### config.mk
export PLATFORM = sky130hd
export DESIGN_NAME = date_difference_in_days_flat
export DESIGN_NICKNAME = d
export VERILOG_FILES = /design/src/hdl/dd_pkg.sv /design/src/hdl/dd_if.sv /design/src/hdl/dd_ctrl.sv /design/src/hdl/dd_datapath.sv /design/src/hdl/date_difference_in_days.sv /design/src/flat_wrapper.sv
export SDC_FILE = /design/constraint.sdc
export NUM_CORES = 1
export LEC_CHECK = 0
export BUFFER_PORTS_ARGS = -buffer_cell sky130_fd_sc_hd__buf_4
export CORE_MARGIN = 2
export CORE_UTILIZATION = 50
export CTS_BUF_LIST = sky130_fd_sc_hd__clkbuf_4 sky130_fd_sc_hd__clkbuf_8
export CTS_CLUSTER_SIZE = 14
export DETAILED_ROUTE_END_ITERATION = 10
export PLACE_DENSITY = 0.74
export RECOVER_POWER = 50
export SKIP_LAST_GASP = 1
export SLEW_MARGIN = 30
export SYNTH_ARGS = -nofsm -noshare
export SYNTH_HDL_FRONTEND = slang
export SYNTH_SLANG_ARGS = --single-unit
export TNS_END_PERCENT = 1
### constraint.sdc
create_clock -name i_clk -period 7.29 [get_ports i_clk]
set_input_delay 1.458 -clock i_clk [delete_from_list [all_inputs] [get_ports i_clk]]
set_output_delay 1.458 -clock i_clk [all_outputs]
set_load 0.01 [all_outputs]
### src/hdl/dd_pkg.sv
package dd_pkg;

    localparam int unsigned DAY_W   = 5;
    localparam int unsigned MONTH_W = 4;
    localparam int unsigned YEAR_W  = 14;
    localparam int unsigned COUNT_W = 22;
    localparam int unsigned RANK_W  = 23;
    localparam int unsigned CUM_W   = 9;
    localparam int unsigned QUOT_W  = 8;
    localparam int unsigned REM_W   = 7;

    // y / 100 == (y * RECIP_100) >> RECIP_SHIFT for every 14-bit y.
    localparam logic [12:0] RECIP_100   = 13'd5243;
    localparam int unsigned RECIP_SHIFT = 19;

    localparam logic [COUNT_W-1:0] COUNT_MAX = {COUNT_W{1'b1}};

    typedef struct packed {
        logic [DAY_W-1:0]   start_day;
        logic [MONTH_W-1:0] start_month;
        logic [YEAR_W-1:0]  start_year;
        logic [DAY_W-1:0]   end_day;
        logic [MONTH_W-1:0] end_month;
        logic [YEAR_W-1:0]  end_year;
        logic               include_end;
    } t_item;

    typedef struct packed {
        logic [COUNT_W-1:0] day_count;
        logic               bad_date;
    } t_result;

    typedef enum logic [2:0] {
        ST_IDLE,
        ST_MUL,
        ST_YEAR,
        ST_SUM,
        ST_DONE
    } t_state;

    // Which of the two dates the datapath is ranking.
    typedef enum logic {
        SEL_END,
        SEL_START
    } t_sel;

    typedef struct packed {
        logic load;
        t_sel sel;
        logic mul;
        logic year;
        logic sum;
        logic done;
    } t_cmd;

    typedef struct packed {
        logic out_free;
    } t_status;

    // Days in all months before month m; months past December count the whole year.
    function automatic logic [CUM_W-1:0] cum_days(input logic [MONTH_W-1:0] m);
        logic [CUM_W-1:0] c;
        case (m)
            4'd0:    c = 9'd0;
            4'd1:    c = 9'd0;
            4'd2:    c = 9'd31;
            4'd3:    c = 9'd59;
            4'd4:    c = 9'd90;
            4'd5:    c = 9'd120;
            4'd6:    c = 9'd151;
            4'd7:    c = 9'd181;
            4'd8:    c = 9'd212;
            4'd9:    c = 9'd243;
            4'd10:   c = 9'd273;
            4'd11:   c = 9'd304;
            4'd12:   c = 9'd334;
            default: c = 9'd365;
        endcase
        return c;
    endfunction

    // Length of month m; zero for a month code outside January to December.
    function automatic logic [DAY_W-1:0] month_len(input logic leap,
                                                   input logic [MONTH_W-1:0] m);
        logic [DAY_W-1:0] n;
        case (m)
            4'd1, 4'd3, 4'd5, 4'd7, 4'd8, 4'd10, 4'd12: n = 5'd31;
            4'd4, 4'd6, 4'd9, 4'd11:                     n = 5'd30;
            4'd2:    n = leap ? 5'd29 : 5'd28;
            default: n = 5'd0;
        endcase
        return n;
    endfunction

endpackage

### src/hdl/dd_if.sv
interface dd_in_if;
    logic                           valid;
    logic                           ready;
    logic [dd_pkg::DAY_W-1:0]       start_day;
    logic [dd_pkg::MONTH_W-1:0]     start_month;
    logic [dd_pkg::YEAR_W-1:0]      start_year;
    logic [dd_pkg::DAY_W-1:0]       end_day;
    logic [dd_pkg::MONTH_W-1:0]     end_month;
    logic [dd_pkg::YEAR_W-1:0]      end_year;
    logic                           include_end;

    modport source (
        output valid, start_day, start_month, start_year,
               end_day, end_month, end_year, include_end,
        input  ready
    );
    modport sink (
        input  valid, start_day, start_month, start_year,
               end_day, end_month, end_year, include_end,
        output ready
    );
endinterface

interface dd_out_if;
    logic                           valid;
    logic                           ready;
    logic [dd_pkg::COUNT_W-1:0]     day_count;
    logic                           bad_date;

    modport source (output valid, day_count, bad_date, input ready);
    modport sink (input valid, day_count, bad_date, output ready);
endinterface

### src/hdl/dd_ctrl.sv
module dd_ctrl (
    input  logic             i_clk,
    input  logic             i_rst_n,
    input  logic             i_in_valid,
    input  dd_pkg::t_status  i_status,
    output logic             o_in_ready,
    output dd_pkg::t_cmd     o_cmd
);

    dd_pkg::t_state r_state, n_state;
    dd_pkg::t_sel   r_sel, n_sel;

    always_ff @(posedge i_clk) begin
        if (!i_rst_n) begin
            r_state <= dd_pkg::ST_IDLE;
            r_sel   <= dd_pkg::SEL_END;
        end else begin
            r_state <= n_state;
            r_sel   <= n_sel;
        end
    end

    always_comb begin
        n_state    = r_state;
        n_sel      = r_sel;
        o_in_ready = 1'b0;
        o_cmd      = '0;
        o_cmd.sel  = r_sel;
        case (r_state)
            dd_pkg::ST_IDLE: begin
                o_in_ready = 1'b1;
                if (i_in_valid) begin
                    o_cmd.load = 1'b1;
                    n_sel      = dd_pkg::SEL_END;
                    n_state    = dd_pkg::ST_MUL;
                end
            end
            dd_pkg::ST_MUL: begin
                o_cmd.mul = 1'b1;
                n_state   = dd_pkg::ST_YEAR;
            end
            dd_pkg::ST_YEAR: begin
                o_cmd.year = 1'b1;
                n_state    = dd_pkg::ST_SUM;
            end
            dd_pkg::ST_SUM: begin
                o_cmd.sum = 1'b1;
                if (r_sel == dd_pkg::SEL_END) begin
                    n_sel   = dd_pkg::SEL_START;
                    n_state = dd_pkg::ST_MUL;
                end else begin
                    n_state = dd_pkg::ST_DONE;
                end
            end
            dd_pkg::ST_DONE: begin
                if (i_status.out_free) begin
                    o_cmd.done = 1'b1;
                    n_state    = dd_pkg::ST_IDLE;
                end
            end
            default: begin
                n_state = dd_pkg::ST_IDLE;
            end
        endcase
    end

endmodule

### src/hdl/dd_datapath.sv
module dd_datapath (
    input  logic             i_clk,
    input  logic             i_rst_n,
    input  dd_pkg::t_cmd     i_cmd,
    input  dd_pkg::t_item    i_item,
    input  logic             i_out_ready,
    output dd_pkg::t_status  o_status,
    output logic             o_out_valid,
    output dd_pkg::t_result  o_result
);

    localparam int unsigned PROD_W = dd_pkg::YEAR_W + 13;

    dd_pkg::t_item              r_item;
    logic [dd_pkg::QUOT_W-1:0]  r_q;
    logic [dd_pkg::RANK_W-1:0]  r_y365;
    logic [dd_pkg::RANK_W-1:0]  r_yr;
    logic                       r_leap;
    logic [dd_pkg::RANK_W-1:0]  r_rank_e;
    logic [dd_pkg::RANK_W-1:0]  r_rank_s;
    logic                       r_bad;
    logic                       r_out_valid;
    dd_pkg::t_result            r_result;

    logic [dd_pkg::YEAR_W-1:0]  y_sel;
    logic [dd_pkg::MONTH_W-1:0] m_sel;
    logic [dd_pkg::DAY_W-1:0]   d_sel;
    logic [PROD_W-1:0]          prod;
    logic [14:0]                q100;
    logic [dd_pkg::REM_W-1:0]   rem;
    logic [dd_pkg::YEAR_W-1:0]  pyr;
    logic [dd_pkg::QUOT_W-1:0]  p100;
    logic [dd_pkg::RANK_W-1:0]  yr;
    logic                       leap;
    logic [dd_pkg::DAY_W-1:0]   mlen;
    logic [dd_pkg::DAY_W-1:0]   prior_days;
    logic [dd_pkg::DAY_W-1:0]   dm1;
    logic [dd_pkg::RANK_W-1:0]  rank;
    logic                       bad;
    logic                       less;
    logic                       sd_zero;
    logic [dd_pkg::RANK_W:0]    count;
    logic [dd_pkg::COUNT_W-1:0] count_sat;

    always_comb begin
        sd_zero = (r_item.start_day == '0);
        if (i_cmd.sel == dd_pkg::SEL_START) begin
            y_sel = r_item.start_year;
            m_sel = r_item.start_month;
            d_sel = sd_zero ? dd_pkg::DAY_W'(1) : r_item.start_day;
        end else begin
            y_sel = r_item.end_year;
            m_sel = r_item.end_month;
            d_sel = r_item.end_day;
        end
    end

    // Year term: 365*y + (y-1)/4 - (y-1)/100 + (y-1)/400 + 1, or zero for year zero.
    always_comb begin
        prod = PROD_W'(y_sel) * PROD_W'(dd_pkg::RECIP_100);
        q100 = 15'(r_q) * 15'd100;
        rem  = dd_pkg::REM_W'(y_sel - q100[dd_pkg::YEAR_W-1:0]);
        if (rem != '0) begin
            leap = (y_sel[1:0] == 2'b00);
            p100 = r_q;
        end else begin
            leap = (r_q[1:0] == 2'b00);
            p100 = r_q - 8'd1;
        end
        pyr = y_sel - dd_pkg::YEAR_W'(1);
        if (y_sel == '0) begin
            yr = '0;
        end else begin
            yr = r_y365 + dd_pkg::RANK_W'(pyr[dd_pkg::YEAR_W-1:2])
               + dd_pkg::RANK_W'(p100[dd_pkg::QUOT_W-1:2]) + dd_pkg::RANK_W'(1)
               - dd_pkg::RANK_W'(p100);
        end
    end

    // Month and day terms, and the start-date validity check.
    always_comb begin
        mlen = dd_pkg::month_len(r_leap, m_sel);
        dm1  = d_sel - dd_pkg::DAY_W'(1);
        if (d_sel == '0) begin
            prior_days = '0;
        end else if (dm1 > mlen) begin
            prior_days = mlen;
        end else begin
            prior_days = dm1;
        end
        rank = r_yr + dd_pkg::RANK_W'(dd_pkg::cum_days(m_sel))
             + dd_pkg::RANK_W'(r_leap && (m_sel >= dd_pkg::MONTH_W'(3)))
             + dd_pkg::RANK_W'(prior_days);
        bad  = (r_item.start_month == '0) || (r_item.start_month > dd_pkg::MONTH_W'(12))
            || (r_item.start_day > mlen);
    end

    always_comb begin
        less = {r_item.start_year, r_item.start_month, r_item.start_day}
             < {r_item.end_year, r_item.end_month, r_item.end_day};
        if (less) begin
            count = (dd_pkg::RANK_W+1)'(r_rank_e - r_rank_s)
                  + (dd_pkg::RANK_W+1)'(sd_zero)
                  + (dd_pkg::RANK_W+1)'(r_item.include_end);
        end else begin
            count = (dd_pkg::RANK_W+1)'(r_item.include_end);
        end
        if (r_bad) begin
            count_sat = '0;
        end else if (count > (dd_pkg::RANK_W+1)'(dd_pkg::COUNT_MAX)) begin
            count_sat = dd_pkg::COUNT_MAX;
        end else begin
            count_sat = count[dd_pkg::COUNT_W-1:0];
        end
    end

    always_ff @(posedge i_clk) begin
        if (i_cmd.load) begin
            r_item <= i_item;
        end
        if (i_cmd.mul) begin
            r_q    <= prod[dd_pkg::RECIP_SHIFT +: dd_pkg::QUOT_W];
            r_y365 <= dd_pkg::RANK_W'(y_sel) * dd_pkg::RANK_W'(365);
        end
        if (i_cmd.year) begin
            r_yr   <= yr;
            r_leap <= leap;
        end
        if (i_cmd.sum) begin
            if (i_cmd.sel == dd_pkg::SEL_START) begin
                r_rank_s <= rank;
                r_bad    <= bad;
            end else begin
                r_rank_e <= rank;
            end
        end
        if (i_cmd.done) begin
            r_result.day_count <= count_sat;
            r_result.bad_date  <= r_bad;
        end
    end

    always_ff @(posedge i_clk) begin
        if (!i_rst_n) begin
            r_out_valid <= 1'b0;
        end else if (i_cmd.done) begin
            r_out_valid <= 1'b1;
        end else if (i_out_ready) begin
            r_out_valid <= 1'b0;
        end
    end

    assign o_status.out_free = !r_out_valid || i_out_ready;
    assign o_out_valid       = r_out_valid;
    assign o_result          = r_result;

endmodule

### src/hdl/date_difference_in_days.sv
// One transaction at a time: the datapath ranks the end date and then the start
// date through the same 3-step multiply, year and sum sequence, and a new input
// is taken only once the controller is back in idle.
// Reset: synchronous, active low; the controller returns to idle and the
// output register is emptied. Data registers are not reset.
module date_difference_in_days (
    input  logic     i_clk,
    input  logic     i_rst_n,
    dd_in_if.sink    i_in,
    dd_out_if.source o_out
);

    // The block reduces each date to its rank, the number of valid dates that
    // lie before it counting from year zero. The day count is then the
    // difference of the two ranks, with a day added when the start sits on day
    // zero of its month, plus the include-end bit.
    //
    // The controller steps the datapath through three phases per date:
    //   multiply: y / 100 by reciprocal and 365 * y, both registered;
    //   year:     leap flag and the year term of the rank;
    //   sum:      month and day terms, giving the rank.
    // A final step forms the count, saturates it to 22 bits and loads the
    // output register. A new transaction is taken once the controller is idle,
    // even while a finished result is still waiting in the output register.

    dd_pkg::t_cmd    cmd;
    dd_pkg::t_status status;
    dd_pkg::t_item   item;
    dd_pkg::t_result result;
    logic            in_ready;

    assign item.start_day   = i_in.start_day;
    assign item.start_month = i_in.start_month;
    assign item.start_year  = i_in.start_year;
    assign item.end_day     = i_in.end_day;
    assign item.end_month   = i_in.end_month;
    assign item.end_year    = i_in.end_year;
    assign item.include_end = i_in.include_end;

    assign i_in.ready = in_ready;

    dd_ctrl u_ctrl (
        .i_clk      (i_clk),
        .i_rst_n    (i_rst_n),
        .i_in_valid (i_in.valid),
        .i_status   (status),
        .o_in_ready (in_ready),
        .o_cmd      (cmd)
    );

    dd_datapath u_datapath (
        .i_clk       (i_clk),
        .i_rst_n     (i_rst_n),
        .i_cmd       (cmd),
        .i_item      (item),
        .i_out_ready (o_out.ready),
        .o_status    (status),
        .o_out_valid (o_out.valid),
        .o_result    (result)
    );

    assign o_out.day_count = result.day_count;
    assign o_out.bad_date  = result.bad_date;

endmodule

### src/flat_wrapper.sv
// flat-port wrapper written by rule: the top's interface ports become plain ports
module date_difference_in_days_flat 
  (i_clk, i_rst_n, i_in_valid, i_in_start_day, i_in_start_month, i_in_start_year, i_in_end_day, i_in_end_month, i_in_end_year, i_in_include_end, i_in_ready, o_out_valid, o_out_day_count, o_out_bad_date, o_out_ready);
  dd_in_if i_in_i ();
  dd_out_if o_out_i ();
  input  logic i_clk;
  input  logic i_rst_n;
  input wire logic [$bits(i_in_i.valid)-1:0] i_in_valid;
  input wire logic [$bits(i_in_i.start_day)-1:0] i_in_start_day;
  input wire logic [$bits(i_in_i.start_month)-1:0] i_in_start_month;
  input wire logic [$bits(i_in_i.start_year)-1:0] i_in_start_year;
  input wire logic [$bits(i_in_i.end_day)-1:0] i_in_end_day;
  input wire logic [$bits(i_in_i.end_month)-1:0] i_in_end_month;
  input wire logic [$bits(i_in_i.end_year)-1:0] i_in_end_year;
  input wire logic [$bits(i_in_i.include_end)-1:0] i_in_include_end;
  output wire logic [$bits(i_in_i.ready)-1:0] i_in_ready;
  output wire logic [$bits(o_out_i.valid)-1:0] o_out_valid;
  output wire logic [$bits(o_out_i.day_count)-1:0] o_out_day_count;
  output wire logic [$bits(o_out_i.bad_date)-1:0] o_out_bad_date;
  input wire logic [$bits(o_out_i.ready)-1:0] o_out_ready;
  assign i_in_i.valid = i_in_valid;
  assign i_in_i.start_day = i_in_start_day;
  assign i_in_i.start_month = i_in_start_month;
  assign i_in_i.start_year = i_in_start_year;
  assign i_in_i.end_day = i_in_end_day;
  assign i_in_i.end_month = i_in_end_month;
  assign i_in_i.end_year = i_in_end_year;
  assign i_in_i.include_end = i_in_include_end;
  assign i_in_ready = i_in_i.ready;
  assign o_out_valid = o_out_i.valid;
  assign o_out_day_count = o_out_i.day_count;
  assign o_out_bad_date = o_out_i.bad_date;
  assign o_out_i.ready = o_out_ready;
  date_difference_in_days u_core (.i_clk(i_clk), .i_rst_n(i_rst_n), .i_in(i_in_i), .o_out(o_out_i));
endmodule
==> impl_metrics.env <==
export IMPL_outcome="finished, violations left"
export IMPL_violations="max-capacitance violations, max-slew violations"
export IMPL_crit_top_cell="o21ai_0"
export IMPL_cp_num_buf_inv=3
export IMPL_cts_setup_buffers=0
export IMPL_cts_root_buf="clkbuf_8"
export IMPL_die_h_um=189
export IMPL_crit_type="reg -> reg"
export IMPL_coreArea_um2=33500
export IMPL_numCtsBuffers=17
export IMPL_min_path_type="reg -> reg"
export IMPL_first_iter_violations=527
export IMPL_diodes=0
export IMPL_ff2ff_setup_slack_ps=570
export IMPL_syn_avg_cell_area_um2=10.7
export IMPL_cts_buffer_depth=2
export IMPL_synth_ff_type="edfxtp_1"
export IMPL_cpPeakStageDelay_ps=600
export IMPL_max_freq_mhz=149
export IMPL_place_hpwl_um=27800
export IMPL_die_width_um=189
export IMPL_required_ps=7510
export IMPL_wl_per_cell_um=15.5
export IMPL_drive_gt1_share_pct=8.52
export IMPL_clock_skew_ps=27.0
export IMPL_grt_max_degree=48
export IMPL_routabilityCongestion=0.939
export IMPL_ant_nets=0
export IMPL_antenna_found_initial=0
export IMPL_yosys_top_cells_area="edfxtp_1, ha_1, fa_1, inv_1, xnor2_1"
export IMPL_cts_clk_slew_worst_paths_ps=120
export IMPL_ys_seq_elements=177
export IMPL_crit_arrival_ps=6930
export IMPL_grt_pass1_wl_um=55700
export IMPL_wirelength_um=33400
export IMPL_fin_setup_tns_ps=0
export IMPL_cts_sinks=177
export IMPL_cts_tree="built"
export IMPL_synth_area_leader_cell="edfxtp_1"
export IMPL_synth_cell_types=73
export IMPL_max_slew_margin_pct=-98.6
export IMPL_cp_end_kind="flop"
export IMPL_finalCritPeriodShare_pct=92.1
export IMPL_tightestPinTransition_ps=2980
export IMPL_start_util_pct=50.8
export IMPL_maxCapViolCount=4
export IMPL_hold_viol_final=0
export IMPL_cts_hold_buf=0
export IMPL_cp_slowest_cell="dfxtp_2"
export IMPL_synthArstFlopShare_pct=0
export IMPL_cp_max_fo=26
export IMPL_vias=11600
export IMPL_worst_hold_slack_ps=536
export IMPL_rows=67
export IMPL_cp_start_kind="flop"
export IMPL_grt_use_total_pct=19.4
export IMPL_syn_inst=1592
export IMPL_ioPinCount=76
export IMPL_routed_via_density=5.38
export IMPL_grt_ovfl_total=0
export IMPL_yosysSeqAreaShare_pct=30.9
export IMPL_dieArea_um2=35500
export IMPL_route_detailed_drc=0
export IMPL_synth_top_area_share_pct=30.3
export IMPL_grt_pass1_vias=11600
export IMPL_cts_htree_levels=4
export IMPL_area_delta_synth_final_pct=9.24
export IMPL_final_nets=2154
export IMPL_drv_slew=129
export IMPL_synth_edf_count=172
export IMPL_syn_area_um2=17000
export IMPL_rsz0062_at_grt="no"
export IMPL_critPathTopFamily="compound AO/OA/AOI/OAI gates"
export IMPL_port_buffers=75
export IMPL_clock_latency_ps=490
export IMPL_synth_nets=2058
export IMPL_dr_pass1_iters=5
export IMPL_yosysWarnings=0
export IMPL_period_needed_ps=6720
export IMPL_setup_viol=0
==> final timing paths <==
kind                            from                        endpoint  cells after the start
max reg2reg      u_core.u_ctrl.r_sel  u_core.u_datapath.r_rank_e[16]                     27
min          u_core.u_datapath.r_bad   u_core.u_datapath.o_result[0]                      0
min reg2reg  u_core.u_datapath.r_bad   u_core.u_datapath.o_result[0]                      0
max              u_core.u_ctrl.r_sel  u_core.u_datapath.r_rank_e[16]                     27
==> stage by stage <==
step / setup WS, ps / instance area, um2 / instances / util, %
5_1_grt: 25.9 / 18600 / 2149 / 55.5
2_1_floorplan: 445 / 17000 / 1592 / -
4_1_cts: 540 / 18600 / 2149 / 55.6
6_report: 573 / 18600 / 2149 / 55.5
3_5_place_dp: 560 / 18200 / 2117 / 54.4
3_3_place_gp: 799 / 18200 / 2117 / 54.3
==> cell type report <==
cell class	instances	area (um2)
fill	2823	14900
timing repair buffer	93	683
sequential	177	5270
multi-input combinational	1125	10700
inverter	274	1030
tap	448	561
clock inverter	15	170
clock buffer	17	234
==> repair_timing <==
| action | in CTS | in global routing |
|---|---|---|
| endpoints found under the hold margin | 0 | 0 |
| endpoints found under the setup margin | 0 | 12 |
| resized for setup | 0 | 1 |
==> per-layer routing <==
layer	up-vias	share of wire [%]	track usage (%)	wire (um)
met5	-	0	0	0
met4	0	1.7	4.72	565
met3	45	3.1	2.78	1040
met2	197	51	34.5	17100
met1	5602	44	25.0	14600
li1	5714	-	-	-
==> registers in the layout (all words and copies together), names as in the netlist <==
name                           cells
u_core.u_datapath.r_rank_s        23
u_core.u_datapath.r_rank_e        23
u_core.u_datapath.r_y365          23
u_core.u_datapath.o_result        23
u_core.u_ctrl.r_state              3
u_core.u_datapath.r_bad            1
u_core.u_datapath.r_q              8
u_core.u_datapath.r_leap           1
u_core.u_ctrl.r_sel                1
u_core.u_datapath.r_yr            23
u_core.u_datapath.r_item          47
u_core.u_datapath.o_out_valid      1
==> cells in the mapped netlist, types with 9 or more instances <==
library cell and number:
a211oi_1 14, a21o_1 27, a21oi_1 100, a31oi_1 16, and2_1 10, and3_1 13
clkbuf_1 10, edfxtp_1 172, fa_1 127, ha_1 288, inv_1 274, mux2i_1 20
nand2_1 73, nand2b_1 14, nand3_1 16, nand4_1 9, nor2_1 74, nor2b_1 16
nor3_1 25, o211ai_1 12, o21a_1 17, o21ai_0 54, o21bai_1 11, or3_1 14
xnor2_1 66, xor2_1 29
==> worst register-to-register path, delay by kind of cell, from the launching register on <==
family                   cells  cell delay, ps
XOR/XNOR                     1             170
AO/OA/AOI/OAI               14            2880
buffers and inverters        3             640
AND/OR/NAND/NOR              4             630
adder cells (fa/ha/maj)      5            1550
flip-flops                   1             600
==> placed cells by master, fill, tap and decap left out, drive strengths merged, types with 10 or more instances in the layout <==
cell    netlist  routed
a211oi       15      15
a21o         27      27
a21oi       100     100
a31oi        16      16
and2         10      10
and3         13      13
buf           6      41
clkbuf       10      69
edfxtp      172     172
fa          127     127
ha          288     288
inv         274     280
mux2i        21      21
nand2        73      73
nand2b       14      14
nand3        17      17
nor2         75      75
nor2b        16      16
nor3         27      27
o211ai       12      12
o21a         17      17
o21ai        56      56
o21bai       11      11
or3          14      14
xnor2        67      67
xor2         29      29
==> cell families after synthesis <==
family / Yosys count / synth area share, %
compound gates: 298 / 11.1
xor+xnor: 98 / 5.25
fa+ha+maj: 415 / 36.1
buf+inv: 290 / 6.50
flops: 177 / 30.9
mux: 23 / 1.44
simple gates: 291 / 8.72
Power is left out: the tool's default activity adds up to more than one toggle a clock period on the data nets, which glitch-free logic cannot reach.
